==> config.mk <==
export PLATFORM = sky130hd
export DESIGN_NAME = key_combo_sequence_matcher
export DESIGN_NICKNAME = d
export VERILOG_FILES = /design/src/rtl/kcsm_pkg.sv /design/src/rtl/key_combo_sequence_matcher.sv /design/src/rtl/kcsm_fifo.sv /design/src/rtl/kcsm_front.sv /design/src/rtl/kcsm_back.sv
export SDC_FILE = /design/constraint.sdc
export NUM_CORES = 1
export LEC_CHECK = 0
export ABC_AREA = 1
export BUFFER_PORTS_ARGS = -buffer_cell sky130_fd_sc_hd__buf_2
export CORE_AREA = 3 3 328 233
export DETAILED_ROUTE_END_ITERATION = 16
export DIE_AREA = 0 0 331 236
export PLACE_DENSITY_LB_ADDON = 0.05
export SETUP_SLACK_MARGIN = 0.05
export SLEW_MARGIN = 20
export SYNTH_ARGS = -nofsm -noshare
export SYNTH_HDL_FRONTEND = slang
export SYNTH_SLANG_ARGS = --single-unit
==> constraint.sdc <==
create_clock -name i_clk -period 3.9 [get_ports i_clk]
set_clock_uncertainty 0.1 [all_clocks]
set_input_delay 0.195 -clock i_clk [delete_from_list [all_inputs] [get_ports i_clk]]
set_output_delay 0.195 -clock i_clk [all_outputs]
set_load 0.05 [all_outputs]
==> src/rtl/kcsm_pkg.sv <==
// Shared types, constants and helpers for the key combination sequence matcher.
// No dependencies; rtl/ files but kcsm_fifo refer to this package by scoped names.
`default_nettype none

package kcsm_pkg;

    // Parameter defaults
    localparam int NUM_SHORTCUTS_DEF = 4;
    localparam int MAX_KEYS_DEF      = 8;
    localparam int NUM_PROFILES_DEF  = 4;

    // Fixed field widths and register slots
    localparam int KEY_W       = 8;
    localparam int POS_W       = 4;
    localparam int PROF_W      = 2;
    localparam int SLOT_COUNT  = 4;   // shortcut slots held in the registers
    localparam int KEY_SLOTS   = 8;   // key codes per pattern register
    localparam int CFG_INDEX_W = 3;
    localparam int CFG_DATA_W  = 64;

    // Queue depths
    localparam int CMD_QUEUE_DEPTH = 2;
    localparam int RES_QUEUE_DEPTH = 4;

    // Request operation
    typedef enum logic {
        OP_KEY = 1'b0,
        OP_SET = 1'b1
    } t_op;

    // Action codes, shared by mapping bytes and results
    typedef enum logic [1:0] {
        ACT_NEXT  = 2'd0,
        ACT_PREV  = 2'd1,
        ACT_RESET = 2'd2,
        ACT_SET   = 2'd3
    } t_action;

    // In a mapping byte the top action code is the silent group action
    localparam t_action ACT_GROUP = ACT_SET;

    // Configuration register indexes
    typedef enum logic [CFG_INDEX_W-1:0] {
        CFG_KEYS_0    = 3'd0,
        CFG_KEYS_1    = 3'd1,
        CFG_KEYS_2    = 3'd2,
        CFG_KEYS_3    = 3'd3,
        CFG_LENGTHS   = 3'd4,
        CFG_MAP_LOW   = 3'd5,
        CFG_MAP_HIGH  = 3'd6,
        CFG_TOP_PROF  = 3'd7
    } t_cfg_index;

    // Sequencer states of the back part
    typedef enum logic {
        SEQ_SCAN  = 1'b0,
        SEQ_FLUSH = 1'b1
    } t_seq_state;

    // Input request
    typedef struct packed {
        t_op                operation;
        logic [KEY_W-1:0]   key_code;
        logic [PROF_W-1:0]  profile_value;
    } t_item;

    // Result
    typedef struct packed {
        t_action            action;
        logic [PROF_W-1:0]  profile_now;
        logic               last;
    } t_result;

    // Classified request between front and back
    typedef struct packed {
        logic               is_set;
        logic [KEY_W-1:0]   key_code;
        logic [PROF_W-1:0]  set_profile;
    } t_cmd;

    // One mapping byte
    typedef struct packed {
        logic               enable;
        t_action            action;
        logic               shift;
        logic [POS_W-1:0]   shift_point;
    } t_map;

    // Configuration register file
    typedef struct packed {
        logic [SLOT_COUNT-1:0][KEY_SLOTS-1:0][KEY_W-1:0] pattern_keys;
        logic [SLOT_COUNT-1:0][POS_W-1:0]                pattern_lengths;
        logic [7:0][7:0]                                 mapping_low;
        logic [7:0][7:0]                                 mapping_high;
        logic [PROF_W-1:0]                               top_profile;
    } t_cfg;

    // Highest profile in use: the smaller of top_profile and the build limit
    function automatic logic [PROF_W-1:0] limit_profile(
        input logic [PROF_W-1:0] top,
        input logic [PROF_W-1:0] max_prof
    );
        return (top > max_prof) ? max_prof : top;
    endfunction

endpackage

`default_nettype wire

==> src/rtl/key_combo_sequence_matcher.sv <==
// Top level of the key combination sequence matcher: configuration registers,
// front, command queue, back and result queue. Depends on kcsm_pkg and kcsm_* modules.
//
//  channel   direction  handshake                   payload
//  request   in         push / full                 i_item   (kcsm_pkg::t_item)
//  result    out        pop / empty                 o_result (kcsm_pkg::t_result)
//  config    in         i_cfg_valid / o_cfg_ready   i_cfg_index, i_cfg_data
//
// A key request is walked in the back part one shortcut per cycle while the result
// queue has room, plus a SEQ_FLUSH step when the last shortcut fires after an earlier
// fire of the same request; a set request completes in SEQ_SCAN. Results reach the
// result ports through the front register, command queue and result queue, and a key
// result may also wait in the pending register. Front register, command queue and
// result queue stall independently; the back part pauses on a full result queue.
// Synchronous active-low reset clears positions, profile, queues and registers.
`default_nettype none

module key_combo_sequence_matcher #(
    parameter int NUM_SHORTCUTS = kcsm_pkg::NUM_SHORTCUTS_DEF,
    parameter int MAX_KEYS      = kcsm_pkg::MAX_KEYS_DEF,
    parameter int NUM_PROFILES  = kcsm_pkg::NUM_PROFILES_DEF
) (
    input  wire logic                                i_clk,
    input  wire logic                                i_rst_n,
    input  wire logic                                push,
    output logic                                     full,
    input  wire kcsm_pkg::t_item                     i_item,
    output logic                                     empty,
    input  wire logic                                pop,
    output kcsm_pkg::t_result                        o_result,
    input  wire logic                                i_cfg_valid,
    output logic                                     o_cfg_ready,
    input  wire logic [kcsm_pkg::CFG_INDEX_W-1:0]    i_cfg_index,
    input  wire logic [kcsm_pkg::CFG_DATA_W-1:0]     i_cfg_data
);

    kcsm_pkg::t_cfg     r_cfg;
    logic               w_cmd_push, w_cmd_full, w_cmd_pop, w_cmd_empty;
    kcsm_pkg::t_cmd     w_cmd_in, w_cmd_out;
    logic               w_res_push, w_res_full;
    kcsm_pkg::t_result  w_res;

    // Configuration registers, always ready
    assign o_cfg_ready = 1'b1;

    always_ff @(posedge i_clk) begin
        if (!i_rst_n) begin
            r_cfg <= '0;
        end else if (i_cfg_valid) begin
            unique case (kcsm_pkg::t_cfg_index'(i_cfg_index))
                kcsm_pkg::CFG_KEYS_0:   r_cfg.pattern_keys[0] <= i_cfg_data;
                kcsm_pkg::CFG_KEYS_1:   r_cfg.pattern_keys[1] <= i_cfg_data;
                kcsm_pkg::CFG_KEYS_2:   r_cfg.pattern_keys[2] <= i_cfg_data;
                kcsm_pkg::CFG_KEYS_3:   r_cfg.pattern_keys[3] <= i_cfg_data;
                kcsm_pkg::CFG_LENGTHS:  r_cfg.pattern_lengths <= i_cfg_data[15:0];
                kcsm_pkg::CFG_MAP_LOW:  r_cfg.mapping_low     <= i_cfg_data;
                kcsm_pkg::CFG_MAP_HIGH: r_cfg.mapping_high    <= i_cfg_data;
                kcsm_pkg::CFG_TOP_PROF: r_cfg.top_profile     <= i_cfg_data[kcsm_pkg::PROF_W-1:0];
                default:                r_cfg                 <= r_cfg;
            endcase
        end
    end

    // Front: accept and classify
    kcsm_front #(
        .NUM_PROFILES (NUM_PROFILES)
    ) u_front (
        .i_clk         (i_clk),
        .i_rst_n       (i_rst_n),
        .push          (push),
        .full          (full),
        .i_item        (i_item),
        .i_top_profile (r_cfg.top_profile),
        .o_cmd_push    (w_cmd_push),
        .o_cmd         (w_cmd_in),
        .i_cmd_full    (w_cmd_full)
    );

    // Command queue between front and back
    kcsm_fifo #(
        .WIDTH ($bits(kcsm_pkg::t_cmd)),
        .DEPTH (kcsm_pkg::CMD_QUEUE_DEPTH)
    ) u_cmd_q (
        .i_clk   (i_clk),
        .i_rst_n (i_rst_n),
        .i_push  (w_cmd_push),
        .i_data  (w_cmd_in),
        .o_full  (w_cmd_full),
        .i_pop   (w_cmd_pop),
        .o_data  (w_cmd_out),
        .o_empty (w_cmd_empty)
    );

    // Back: shortcut walk
    kcsm_back #(
        .NUM_SHORTCUTS (NUM_SHORTCUTS),
        .MAX_KEYS      (MAX_KEYS),
        .NUM_PROFILES  (NUM_PROFILES)
    ) u_back (
        .i_clk       (i_clk),
        .i_rst_n     (i_rst_n),
        .i_cfg       (r_cfg),
        .i_cmd_empty (w_cmd_empty),
        .i_cmd       (w_cmd_out),
        .o_cmd_pop   (w_cmd_pop),
        .i_res_full  (w_res_full),
        .o_res_push  (w_res_push),
        .o_res       (w_res)
    );

    // Result queue
    kcsm_fifo #(
        .WIDTH ($bits(kcsm_pkg::t_result)),
        .DEPTH (kcsm_pkg::RES_QUEUE_DEPTH)
    ) u_res_q (
        .i_clk   (i_clk),
        .i_rst_n (i_rst_n),
        .i_push  (w_res_push),
        .i_data  (w_res),
        .o_full  (w_res_full),
        .i_pop   (pop),
        .o_data  (o_result),
        .o_empty (empty)
    );

`ifndef SYNTHESIS
    // back never writes a full result queue
    a_res_no_overflow: assert property (@(posedge i_clk) disable iff (!i_rst_n)
        w_res_push |-> !w_res_full)
        else $error("result written while queue full");

    // back only retires a command that is present
    a_cmd_pop_valid: assert property (@(posedge i_clk) disable iff (!i_rst_n)
        w_cmd_pop |-> !w_cmd_empty)
        else $error("command retired from empty queue");

    // a set request yields exactly one result, so it is always the final one
    a_set_is_last: assert property (@(posedge i_clk) disable iff (!i_rst_n)
        (w_res_push && (w_res.action == kcsm_pkg::ACT_SET)) |-> w_res.last)
        else $error("profile set result without last flag");

    // reset empties the result side
    a_reset_empty: assert property (@(posedge i_clk)
        !i_rst_n |=> empty)
        else $error("result queue not empty after reset");
`endif

endmodule

`default_nettype wire

==> src/rtl/kcsm_fifo.sv <==
// Small synchronous queue of registers, one write and one read port.
// Uses no package items; instanced twice by key_combo_sequence_matcher.
`default_nettype none

module kcsm_fifo #(
    parameter int WIDTH = 1,
    parameter int DEPTH = 2
) (
    input  wire logic             i_clk,
    input  wire logic             i_rst_n,
    input  wire logic             i_push,
    input  wire logic [WIDTH-1:0] i_data,
    output logic                  o_full,
    input  wire logic             i_pop,
    output logic [WIDTH-1:0]      o_data,
    output logic                  o_empty
);

    localparam int AW = (DEPTH > 1) ? $clog2(DEPTH) : 1;
    localparam int CW = $clog2(DEPTH + 1);

    logic [WIDTH-1:0] r_mem [DEPTH];
    logic [AW-1:0]    r_wr_ptr, r_rd_ptr;
    logic [CW-1:0]    r_count;
    logic             w_wr, w_rd;

    assign w_wr    = i_push && !o_full;
    assign w_rd    = i_pop && !o_empty;
    assign o_full  = (r_count == CW'(DEPTH));
    assign o_empty = (r_count == '0);
    assign o_data  = r_mem[r_rd_ptr];

    // Pointers and fill count
    always_ff @(posedge i_clk) begin
        if (!i_rst_n) begin
            r_wr_ptr <= '0;
            r_rd_ptr <= '0;
            r_count  <= '0;
        end else begin
            if (w_wr) begin
                r_wr_ptr <= (r_wr_ptr == AW'(DEPTH - 1)) ? '0 : r_wr_ptr + AW'(1);
            end
            if (w_rd) begin
                r_rd_ptr <= (r_rd_ptr == AW'(DEPTH - 1)) ? '0 : r_rd_ptr + AW'(1);
            end
            unique case ({w_wr, w_rd})
                2'b10:   r_count <= r_count + CW'(1);
                2'b01:   r_count <= r_count - CW'(1);
                default: r_count <= r_count;
            endcase
        end
    end

    // Storage
    always_ff @(posedge i_clk) begin
        if (w_wr) begin
            r_mem[r_wr_ptr] <= i_data;
        end
    end

endmodule

`default_nettype wire

==> src/rtl/kcsm_front.sv <==
// Front part: takes input requests into a register stage and classifies them.
// Depends on kcsm_pkg; feeds the command queue in key_combo_sequence_matcher.
`default_nettype none

module kcsm_front #(
    parameter int NUM_PROFILES = kcsm_pkg::NUM_PROFILES_DEF
) (
    input  wire logic                          i_clk,
    input  wire logic                          i_rst_n,
    input  wire logic                          push,
    output logic                               full,
    input  wire kcsm_pkg::t_item               i_item,
    input  wire logic [kcsm_pkg::PROF_W-1:0]   i_top_profile,
    output logic                               o_cmd_push,
    output kcsm_pkg::t_cmd                     o_cmd,
    input  wire logic                          i_cmd_full
);

    localparam logic [kcsm_pkg::PROF_W-1:0] MAX_PROF = kcsm_pkg::PROF_W'(NUM_PROFILES - 1);

    logic                          r_valid;
    kcsm_pkg::t_cmd                r_cmd;
    kcsm_pkg::t_cmd                w_cmd;
    logic [kcsm_pkg::PROF_W-1:0]   w_lim;
    logic                          w_take;

    // Stage is free when empty or draining this cycle
    assign full       = r_valid && i_cmd_full;
    assign w_take     = push && !full;
    assign o_cmd_push = r_valid;
    assign o_cmd      = r_cmd;

    // Classify: a set request resolves its target profile here
    always_comb begin
        w_lim             = kcsm_pkg::limit_profile(i_top_profile, MAX_PROF);
        w_cmd.is_set      = (i_item.operation == kcsm_pkg::OP_SET);
        w_cmd.key_code    = i_item.key_code;
        w_cmd.set_profile = (i_item.profile_value > w_lim) ? '0 : i_item.profile_value;
    end

    always_ff @(posedge i_clk) begin
        if (!i_rst_n) begin
            r_valid <= 1'b0;
        end else if (w_take) begin
            r_valid <= 1'b1;
        end else if (!i_cmd_full) begin
            r_valid <= 1'b0;
        end
    end

    always_ff @(posedge i_clk) begin
        if (w_take) begin
            r_cmd <= w_cmd;
        end
    end

endmodule

`default_nettype wire

==> src/rtl/kcsm_back.sv <==
// Back part: walks a request's shortcuts, one per unstalled cycle; emits results.
// Depends on kcsm_pkg; reads the command queue and writes the result queue.
`default_nettype none

module kcsm_back #(
    parameter int NUM_SHORTCUTS = kcsm_pkg::NUM_SHORTCUTS_DEF,
    parameter int MAX_KEYS      = kcsm_pkg::MAX_KEYS_DEF,
    parameter int NUM_PROFILES  = kcsm_pkg::NUM_PROFILES_DEF
) (
    input  wire logic              i_clk,
    input  wire logic              i_rst_n,
    input  wire kcsm_pkg::t_cfg    i_cfg,
    input  wire logic              i_cmd_empty,
    input  wire kcsm_pkg::t_cmd    i_cmd,
    output logic                   o_cmd_pop,
    input  wire logic              i_res_full,
    output logic                   o_res_push,
    output kcsm_pkg::t_result      o_res
);

    localparam int IDX_W = (NUM_SHORTCUTS > 1) ? $clog2(NUM_SHORTCUTS) : 1;
    localparam int PW    = kcsm_pkg::POS_W;
    localparam int FW    = kcsm_pkg::PROF_W;
    localparam logic [IDX_W-1:0] LAST_IDX = IDX_W'(NUM_SHORTCUTS - 1);
    localparam logic [FW-1:0]    MAX_PROF = FW'(NUM_PROFILES - 1);
    localparam logic [PW-1:0]    MAX_LEN  = PW'(MAX_KEYS);

    kcsm_pkg::t_seq_state  r_state, n_state;
    logic [IDX_W-1:0]      r_idx, n_idx;
    logic [PW-1:0]         r_pos [NUM_SHORTCUTS];
    logic [PW-1:0]         n_pos [NUM_SHORTCUTS];
    logic [FW-1:0]         r_prof, n_prof;
    logic                  r_pend_valid, n_pend_valid;
    kcsm_pkg::t_result     r_pend, n_pend;

    logic [1:0]            w_sel;
    kcsm_pkg::t_map        w_map;
    logic [PW-1:0]         w_len, w_pos, w_pos_inc, w_new_pos;
    logic                  w_hit, w_shift_fire, w_done, w_fire, w_vis;
    logic [FW-1:0]         w_lim, w_fire_prof;
    logic                  w_last_step;
    kcsm_pkg::t_result     w_fire_res;

    // Evaluate the shortcut under the cursor against the current key
    always_comb begin
        w_sel = 2'(r_idx);
        w_map = kcsm_pkg::t_map'(r_prof[1] ? i_cfg.mapping_high[{r_prof[0], w_sel}]
                                           : i_cfg.mapping_low[{r_prof[0], w_sel}]);
        w_len = (i_cfg.pattern_lengths[w_sel] > MAX_LEN) ? MAX_LEN
                                                          : i_cfg.pattern_lengths[w_sel];
        w_pos        = r_pos[r_idx];
        w_hit        = (w_pos < w_len) &&
                       (i_cfg.pattern_keys[w_sel][w_pos[2:0]] == i_cmd.key_code);
        w_pos_inc    = w_pos + PW'(1);
        w_shift_fire = w_map.shift && (w_pos_inc == w_map.shift_point);
        w_done       = (w_pos_inc >= w_len);
        w_fire       = w_map.enable && w_hit && (w_shift_fire || w_done);
        w_vis        = w_fire && (w_map.action != kcsm_pkg::ACT_GROUP);
        if (!w_hit) begin
            w_new_pos = '0;
        end else if (w_shift_fire) begin
            w_new_pos = w_pos_inc;
        end else if (w_done) begin
            w_new_pos = '0;
        end else begin
            w_new_pos = w_pos_inc;
        end

        // Profile after a fired action
        w_lim = kcsm_pkg::limit_profile(i_cfg.top_profile, MAX_PROF);
        unique case (w_map.action)
            kcsm_pkg::ACT_NEXT: w_fire_prof = (r_prof >= w_lim) ? '0 : r_prof + FW'(1);
            kcsm_pkg::ACT_PREV: w_fire_prof = (r_prof == '0) ? w_lim : r_prof - FW'(1);
            default:            w_fire_prof = r_prof;
        endcase
        w_fire_res.action      = w_map.action;
        w_fire_res.profile_now = w_fire_prof;
        w_fire_res.last        = 1'b0;
        w_last_step            = (r_idx == LAST_IDX);
    end

    // Sequencer: next state, positions, pending result and queue strobes.
    // A result is held back one fire so its last flag is known when it leaves.
    always_comb begin
        n_state      = r_state;
        n_idx        = r_idx;
        n_pos        = r_pos;
        n_prof       = r_prof;
        n_pend_valid = r_pend_valid;
        n_pend       = r_pend;
        o_cmd_pop    = 1'b0;
        o_res_push   = 1'b0;
        o_res        = w_fire_res;

        unique case (r_state)
            kcsm_pkg::SEQ_SCAN: begin
                if (!i_cmd_empty && !i_res_full) begin
                    if (i_cmd.is_set) begin
                        n_prof            = i_cmd.set_profile;
                        o_res.action      = kcsm_pkg::ACT_SET;
                        o_res.profile_now = i_cmd.set_profile;
                        o_res.last        = 1'b1;
                        o_res_push        = 1'b1;
                        o_cmd_pop         = 1'b1;
                        n_idx             = '0;
                    end else begin
                        if (w_map.enable) begin
                            n_pos[r_idx] = w_new_pos;
                        end
                        if (w_vis) begin
                            for (int i = 0; i < NUM_SHORTCUTS; i++) begin
                                n_pos[i] = '0;
                            end
                            n_prof = w_fire_prof;
                            if (r_pend_valid) begin
                                // older result leaves, newer one waits
                                o_res        = r_pend;
                                o_res_push   = 1'b1;
                                n_pend       = w_fire_res;
                                n_pend_valid = 1'b1;
                            end else if (w_last_step) begin
                                o_res.last = 1'b1;
                                o_res_push = 1'b1;
                            end else begin
                                n_pend       = w_fire_res;
                                n_pend_valid = 1'b1;
                            end
                        end else if (w_last_step && r_pend_valid) begin
                            o_res        = r_pend;
                            o_res.last   = 1'b1;
                            o_res_push   = 1'b1;
                            n_pend_valid = 1'b0;
                        end

                        if (!w_last_step) begin
                            n_idx = r_idx + IDX_W'(1);
                        end else if (w_vis && r_pend_valid) begin
                            n_state = kcsm_pkg::SEQ_FLUSH;
                        end else begin
                            o_cmd_pop = 1'b1;
                            n_idx     = '0;
                        end
                    end
                end
            end
            kcsm_pkg::SEQ_FLUSH: begin
                if (!i_res_full) begin
                    o_res        = r_pend;
                    o_res.last   = 1'b1;
                    o_res_push   = 1'b1;
                    n_pend_valid = 1'b0;
                    o_cmd_pop    = 1'b1;
                    n_idx        = '0;
                    n_state      = kcsm_pkg::SEQ_SCAN;
                end
            end
            default: begin
                n_state = kcsm_pkg::SEQ_SCAN;
            end
        endcase
    end

    // Control state
    always_ff @(posedge i_clk) begin
        if (!i_rst_n) begin
            r_state      <= kcsm_pkg::SEQ_SCAN;
            r_idx        <= '0;
            r_prof       <= '0;
            r_pend_valid <= 1'b0;
            for (int i = 0; i < NUM_SHORTCUTS; i++) begin
                r_pos[i] <= '0;
            end
        end else begin
            r_state      <= n_state;
            r_idx        <= n_idx;
            r_prof       <= n_prof;
            r_pend_valid <= n_pend_valid;
            r_pos        <= n_pos;
        end
    end

    // Held result payload
    always_ff @(posedge i_clk) begin
        r_pend <= n_pend;
    end

endmodule

`default_nettype wire
# Word-level counts from Yosys, hierarchy flattened
# Memory sizes are Yosys's and may differ from the RTL's. A register that Yosys moved wholly into a read port is not among the register bits.
# Cells that the tools add are included.
op_classes:
  n_addsub: 12
  n_lt_le_gt_ge: 11
  eq_ne: 27
  muxes: 88
  bitwise_logic: 3
  n_reduce_logical: 43
ops:
  columns: ["op", "n"]
  rows:
  - ["$bmux W64 S2", 1]
  - ["$bmux W8 S3", 3]
  - ["$mux W64", 1]
  - ["$mux W4", 9]
  - ["$mux W5", 7]
  - ["$mux W1", 34]
  - ["$mux W16", 2]
  - ["$mux W8", 4]
  - ["$mux W2", 14]
  - ["$bmux W4 S2", 2]
  - ["$bwmux W16", 1]
  - ["$reduce_and A2 Y1", 8]
  - ["$eq A3 B3 Y1 const B", 5]
  - ["$logic_and A1 B1 Y1", 15]
  - ["$eq A2 B2 Y1 const B", 6]
  - ["$pmux W2 S2", 3]
  - ["$add A2 B1 Y2 const B", 5]
  - ["$pmux W5 S2", 1]
  - ["$demux W4 S2", 1]
  - ["$eq A8 B8 Y1", 1]
  - ["$lt A3 B4 Y1 const B", 2]
  - ["$ne A2 B2 Y1 const B", 4]
  - ["$pmux W1 S2", 4]
  - ["$reduce_and A4 Y1", 2]
  - ["other kinds (31)", 49]
totals:
  reg_bits: 451
  mem_bits_rw: 42
  input_bits: 83
  out_inout_bits: 8
  n_memories: 2
memory_table:
  columns: ["name", "words", "width", "rd", "rd_ports_with_merged_regs", "write_ports", "line_no", "source"]
  rows:
  - ["u_cmd_q.r_mem", 2, 11, 1, 1, 1, "kcsm_fifo.sv:22", "logic [WIDTH-1:0] r_mem [DEPTH];"]
  - ["u_res_q.r_mem", 4, 5, 1, 1, 1, "kcsm_fifo.sv:22", null]

# Depth between registers and ports, before layout
logic_depth:
  ltp_word: 20
  depth_mapped: 29
  ltp_nobuf: 27

# Hierarchy
# A second synthesis with hierarchy kept.
hier_totals:
  cells_unflattened: 3822
  hier_area_um2: 25413.1
by_module_without_submodules:
  columns: ["module", "instances", "cells_per_inst", "area_per_inst_um2", "seq_area_each_um2"]
  rows:
  - ["key_combo_sequence_matcher", 1, 2267, 16151.7, 8047.7]
  - ["kcsm_back", 1, 1334, 6507.5, 560.5]
  - ["kcsm_fifo at u_res_q", 1, 118, 1260.0, 780.7]
  - ["kcsm_fifo at u_cmd_q", 1, 74, 1056.0, 760.7]
  - ["kcsm_front", 1, 29, 437.9, 350.3]

# Worst setup path before layout
# No wires, ideal clock.
synth_timing:
  path_type: "reg2reg"
  startpoint: "register u_back.r_idx[0]"
  endpoint: "register u_res_q.r_count[1]"
  setup_time_ns: 0.065
  t_arrival_ns: 4.029
  required_time_ns: 3.735
  slack_ns: -0.294
  stages_incl_launch_ff: 26
  n_path_buf: 5
  period_less_slack_ns: 4.194
  path_cell_list: "dfxtp_1 -> buf_6 -> inv_4 -> buf_6 -> buf_6 -> buf_2 -> buf_1 -> nand2_1 -> a32o_1 -> nand2_1 -> inv_1 -> ha_1 -> o311ai_0 -> inv_1 -> a21oi_4 -> nand3_4 -> nand2_1 -> nand2_1 -> nand2_1 -> nand2_2 -> ha_1 -> inv_1 -> fa_1 -> nor2_1 -> a21oi_1 -> nor2_1"
synth_between:
  elab_chain_len: 18
  word_cells_on_any_way: 43
  cone_classes: "add/sub: 1; order compare: 3; eq/ne: 6; mux: 23; bitwise: 1; reduce/logical: 9"
synth_lines:
  columns: ["item", "line_no", "source"]
  rows:
  - ["start, declared", "kcsm_back.sv:29", "logic [IDX_W-1:0] r_idx, n_idx;"]
  - ["start signal, assigned", "kcsm_back.sv:175", "r_idx <= n_idx;"]
  - ["parallel branches: the longest is 11 deep, another holds $add A4 B1 Y4", null, null]
  - ["$mux W1 (*)", "kcsm_back.sv:110", "if (w_vis) begin"]
  - ["$mux W1 (*)", "kcsm_back.sv:98", "if (i_cmd.is_set) begin"]
  - ["$mux W1 (*)", "kcsm_back.sv:97", "if (!i_cmd_empty && !i_res_full) begin"]
  - ["$pmux W1 S2 (*)", "kcsm_back.sv:95", "unique case (r_state)"]
  - ["$logic_and A1 B1 Y1 (*)", "kcsm_fifo.sv:27", "assign w_wr = i_push && !o_full;"]
  - ["$eq A2 B1 Y1 / $eq A2 B2 Y1 (equally long branches)", "kcsm_fifo.sv:46", "unique case ({w_wr, w_rd})"]
  - ["$pmux W3 S2 / $reduce_bool A2 Y1 (equally long branches)", null, null]
  - ["end signal, assigned", "kcsm_fifo.sv:47", "2'b10: r_count <= r_count + CW'(1);"]
  - ["end signal, assigned", "kcsm_fifo.sv:48", "2'b01: r_count <= r_count - CW'(1);"]
  - ["end signal, assigned", "kcsm_fifo.sv:49", "default: r_count <= r_count;"]
  - ["end, declared", "kcsm_fifo.sv:24", "logic [CW-1:0] r_count;"]
# Mark *: on every way between the ends. The select of a mux whose other input is x is not followed.
# A chain may end at the register's enable or synchronous reset.

# Final worst setup path
# Same ends and word-level chain as after synthesis.

==> results summary <==
The run finished with clean final reports. The number of top-level pins is 91. The via count of the first global-routing pass is 20400. The tree built by TritonCTS fans out to 496 sinks. The chip width is 331 um.

The clock period could shrink to 3.71 ns. The data arrival time of the critical path came out at 4.14 ns. The count of buffers from port buffering is 89. The number of nets produced by synthesis came out at 3300. The floorplan core area is 0.0733 mm^2. The final count of pins violating max slew came to 0. Setup violations remaining at the end of the flow were counted as 0. The slowest stage of the critical path belongs to the cell dfxtp_4. The transition at the pin with the smallest max-transition slack is 1.15 ns. The sequential element share of the synthesized area is 46.3%. The synthesized design spends more area on one cell type than any other, namely dfxtp_1. Counting tap cells, the placed design contains a total of 4159 instances. Clock tree synthesis selected as its root buffer the cell clkbuf_16. The proportion of synthesized flip-flops having asynchronous set or reset is 0%. The maximum number of pins on one net before global-route repair came out at 207. The height of the die came out at 236 um. Global routing used 21.8% of the available tracks. Of the available clock period, the critical path in the final layout requires 95.1%.

The footprint of the multi-input gates is 0.0105 mm^2. The clock share of power is 32.7%. The gate count after technology mapping is 3190. The sum of overflow across all layers after global routing is 0.

Once detail routing completed, the nets flagged for antenna violations numbered 0. Clock tree synthesis inserted a total of 55 buffers. The peak fanout along the critical path is 12. The total iterations of the first detailed-routing run came out at 7. The number of warning messages in the yosys log is 0. The number of remaining DRC errors came out at 0. By startpoint and endpoint, the worst setup path is classified as register to register.

The total power density per cell area is 603 mW/mm^2. The via count of the routed design is 21800. The number of cells on the worst reg-to-reg path is 25. The flip-flop and latch count after synthesis came out at 496. The area used by sequential logic in the layout is 0.0105 mm^2.

The endpoint required time on the critical path is 4.33 ns. TritonCTS built the clock tree. The maximum resistive drop on vdd is 0.295 mV. The leakage power total came out at 11.6 nW. The mean routed wirelength per cell is 20.2 um. The count of maximum capacitance violations is 0.

The final estimated routing congestion in global placement is 0.832. The post-route netlist has 11.8% of its cells at a drive strength greater than 1. The routed wire length came out at 87900 um. The tightest min-delay check is of the input port to register type. Once detailed placement completed, the half-perimeter wirelength came to 54900 um.

The sequential share of power came out at 33.9%. The number of stages on the worst hold path is 5. The final net count is 3446. The net switching power came out at 6.09 mW. The distinct cell type count of the synthesized netlist is 46. The number of hold-slack violations in the final timing report is 0. The die covers 0.0781 mm^2. The maximum root-to-sink buffer count is 3. The share of total power in combinational logic came out at 33.4%. The net switching fraction of the power came out at 36.4%. In this run the tightest slew margin relative to its limit is 23.6%. The area share of the largest cell type after synthesis is 38.7%. In the routed layout, each cell is associated on average with a via count of 5.00.

The level count of the clock H-tree is 2. The global-route wire length before repair came out at 130000 um. The clock insertion delay at the later pin of the skew report is 0.63 ns.

The top flip-flop cell by instance count after synthesis is dfxtp_1. The delay of the slowest cell on the worst path is 0.44 ns. The number of flops mapped to enable cells by yosys came out at 57. In this run the core area contains 83 standard-cell rows. Hold timing on the final database bottoms out at a slack of 0.0963 ns. Clock-pin slew was measured on the worst setup and hold paths at 0.06 ns.

STA classifies the critical path endpoint as a register. By area the synthesized netlist is led by dfxtp_1 (39%), nor2_1 (12%), o21ai_0 (11%). The summed negative setup slack over all endpoints came out at 0 ns. The starting utilization of the core area is 31.0%. The mean instance size in the synthesized netlist is 7.11 um^2. The fill cell instance count of the final layout is 7674. Setup repair after global routing could not meet its margin everywhere. The area overhead of the layout relative to synthesis came out at 22.3%.

The highest achievable clock rate came out at 0.270 GHz. The kind of start point of the critical path is a register. The detailed router finished its first iteration with 1665 violations. Internal power comes to 10.7 mW.

The mapped netlist covers 0.0227 mm^2. The count of placed standard cells in the final layout, fillers left out came out at 4357. The number of antenna violations at the first check in global routing came to 5.
## logic make-up after synthesis
family          synth area share, %
fa+ha+maj                      1.52
flops                          46.3
compound gates                 17.9
xor+xnor                     0.0717
mux                           0.138
buf+inv                        8.11
other cells                  0.0165
simple gates                   26.0
## Yosys cell counts (all sizes together) (9+ instances only)
| cell | count |
|---|---|
| dfxtp | 439 |
| inv | 210 |
| nand3 | 224 |
| edfxtp | 57 |
| buf | 80 |
| o22ai | 9 |
| ha | 26 |
| o211ai | 45 |
| o21ai | 515 |
| nand2 | 504 |
| a21oi | 193 |
| clkbuf | 135 |
| nor2 | 716 |
## state kept, by name (all words and copies together), names as in the netlist, 2 cells and up, named ones only
register          flops
u_res_q.r_count       3
u_cmd_q.r_count       2
u_res_q.r_rd_ptr      2
u_res_q.r_mem        20
u_back.r_pend         4
u_front.o_cmd        11
u_res_q.r_wr_ptr      2
u_back.r_prof         2
u_back.r_pos         16
u_back.r_idx          2
u_cmd_q.r_mem        22
r_cfg               402
## power groups by stage
stage / clock, mW / combinational (mW) / sequential [mW]
floorplan: 0 / 3.15 / 5.72
global placement: 0 / 5.20 / 5.78
detailed placement: 0 / 5.19 / 5.78
CTS: 5.63 / 5.28 / 5.67
global route: 5.83 / 6.14 / 5.71
finish: 5.47 / 5.59 / 5.68
## path summary, 6_finish.rpt
check | from | endpoint | slack (ns)
hold reg to reg | u_front.o_cmd[1] | u_cmd_q.r_mem[0][1] | 0.34
setup reg to reg | u_back.r_idx[0] | u_res_q.r_count[1] | 0.19
setup / recovery | u_back.r_idx[0] | u_res_q.r_count[1] | 0.19
hold / removal | i_cfg_index[2] | r_cfg[1] | 0.1
## area by class of cell
class / instances / share of cell area [%]
Tap cell: 977 / 4.40
Timing Repair Buffer: 304 / 10.1
Clock buffer: 80 / 5.85
Clock inverter: 19 / 0.883
Sequential cell: 496 / 37.8
Inverter: 213 / 2.93
Antenna cell: 2 / 0.0180
Multi-Input combinational cell: 2266 / 37.9
## metrics by stage
step	power [mW]	utilization (%)	setup slack (ns)	cell area (um^2)
CTS	16.6	37.2	0.0522	27300
floorplan	8.87	-	0.0654	22700
detailed placement	11.0	33.6	0.110	24600
global route	17.7	37.9	-0.00739	27800
global placement	11.0	33.6	0.108	24600
finish	16.7	37.9	0.191	27800
## critical path: cells and delay by family (launching register included)
family	cells	cell delay (ns)
and+or+nand+nor	19	1.97
AOI/OAI and AO/OA	1	0.05
buffers and inverters	3	0.43
DFF	1	0.44
adders and majority gates	2	0.61
## timing repair
action                     in CTS  in global routing
gates resized for setup         0                 49
hold endpoints to repair      427                  0
hold buffers                   81                  0
buffers inserted                0                  7
setup endpoints to repair       0                  4
## metal layers
layer	vias to the layer above	GRT usage [%]	routed length (um)
met5	-	0.807	112
met4	6	6.06	2000
met3	101	3.48	5440
li1	10700	-	-
met2	596	30.8	36000
met1	10400	33.6	44400
## placed cells by master (no fill, tap or decap), types with 6 or more instances in the layout
cell / n
buf_4: 92
o21ai_0: 493
o22ai_1: 9
clkbuf_1: 9
nand2_2: 16
or2_2: 6
clkbuf_8: 13
inv_2: 11
nand2_1: 483
ha_1: 23
o21ai_1: 18
nor2_4: 6
edfxtp_1: 57
nor2_1: 702
dlygate4sd3_1: 81
nand3_1: 213
a21oi_1: 191
dfxtp_1: 437
buf_2: 88
nor2_2: 8
clkbuf_16: 63
inv_1: 194
nand3_2: 9
o211ai_1: 44
clkinv_2: 9
buf_12: 25
Note: power is estimated with default switching activity, not from simulation.
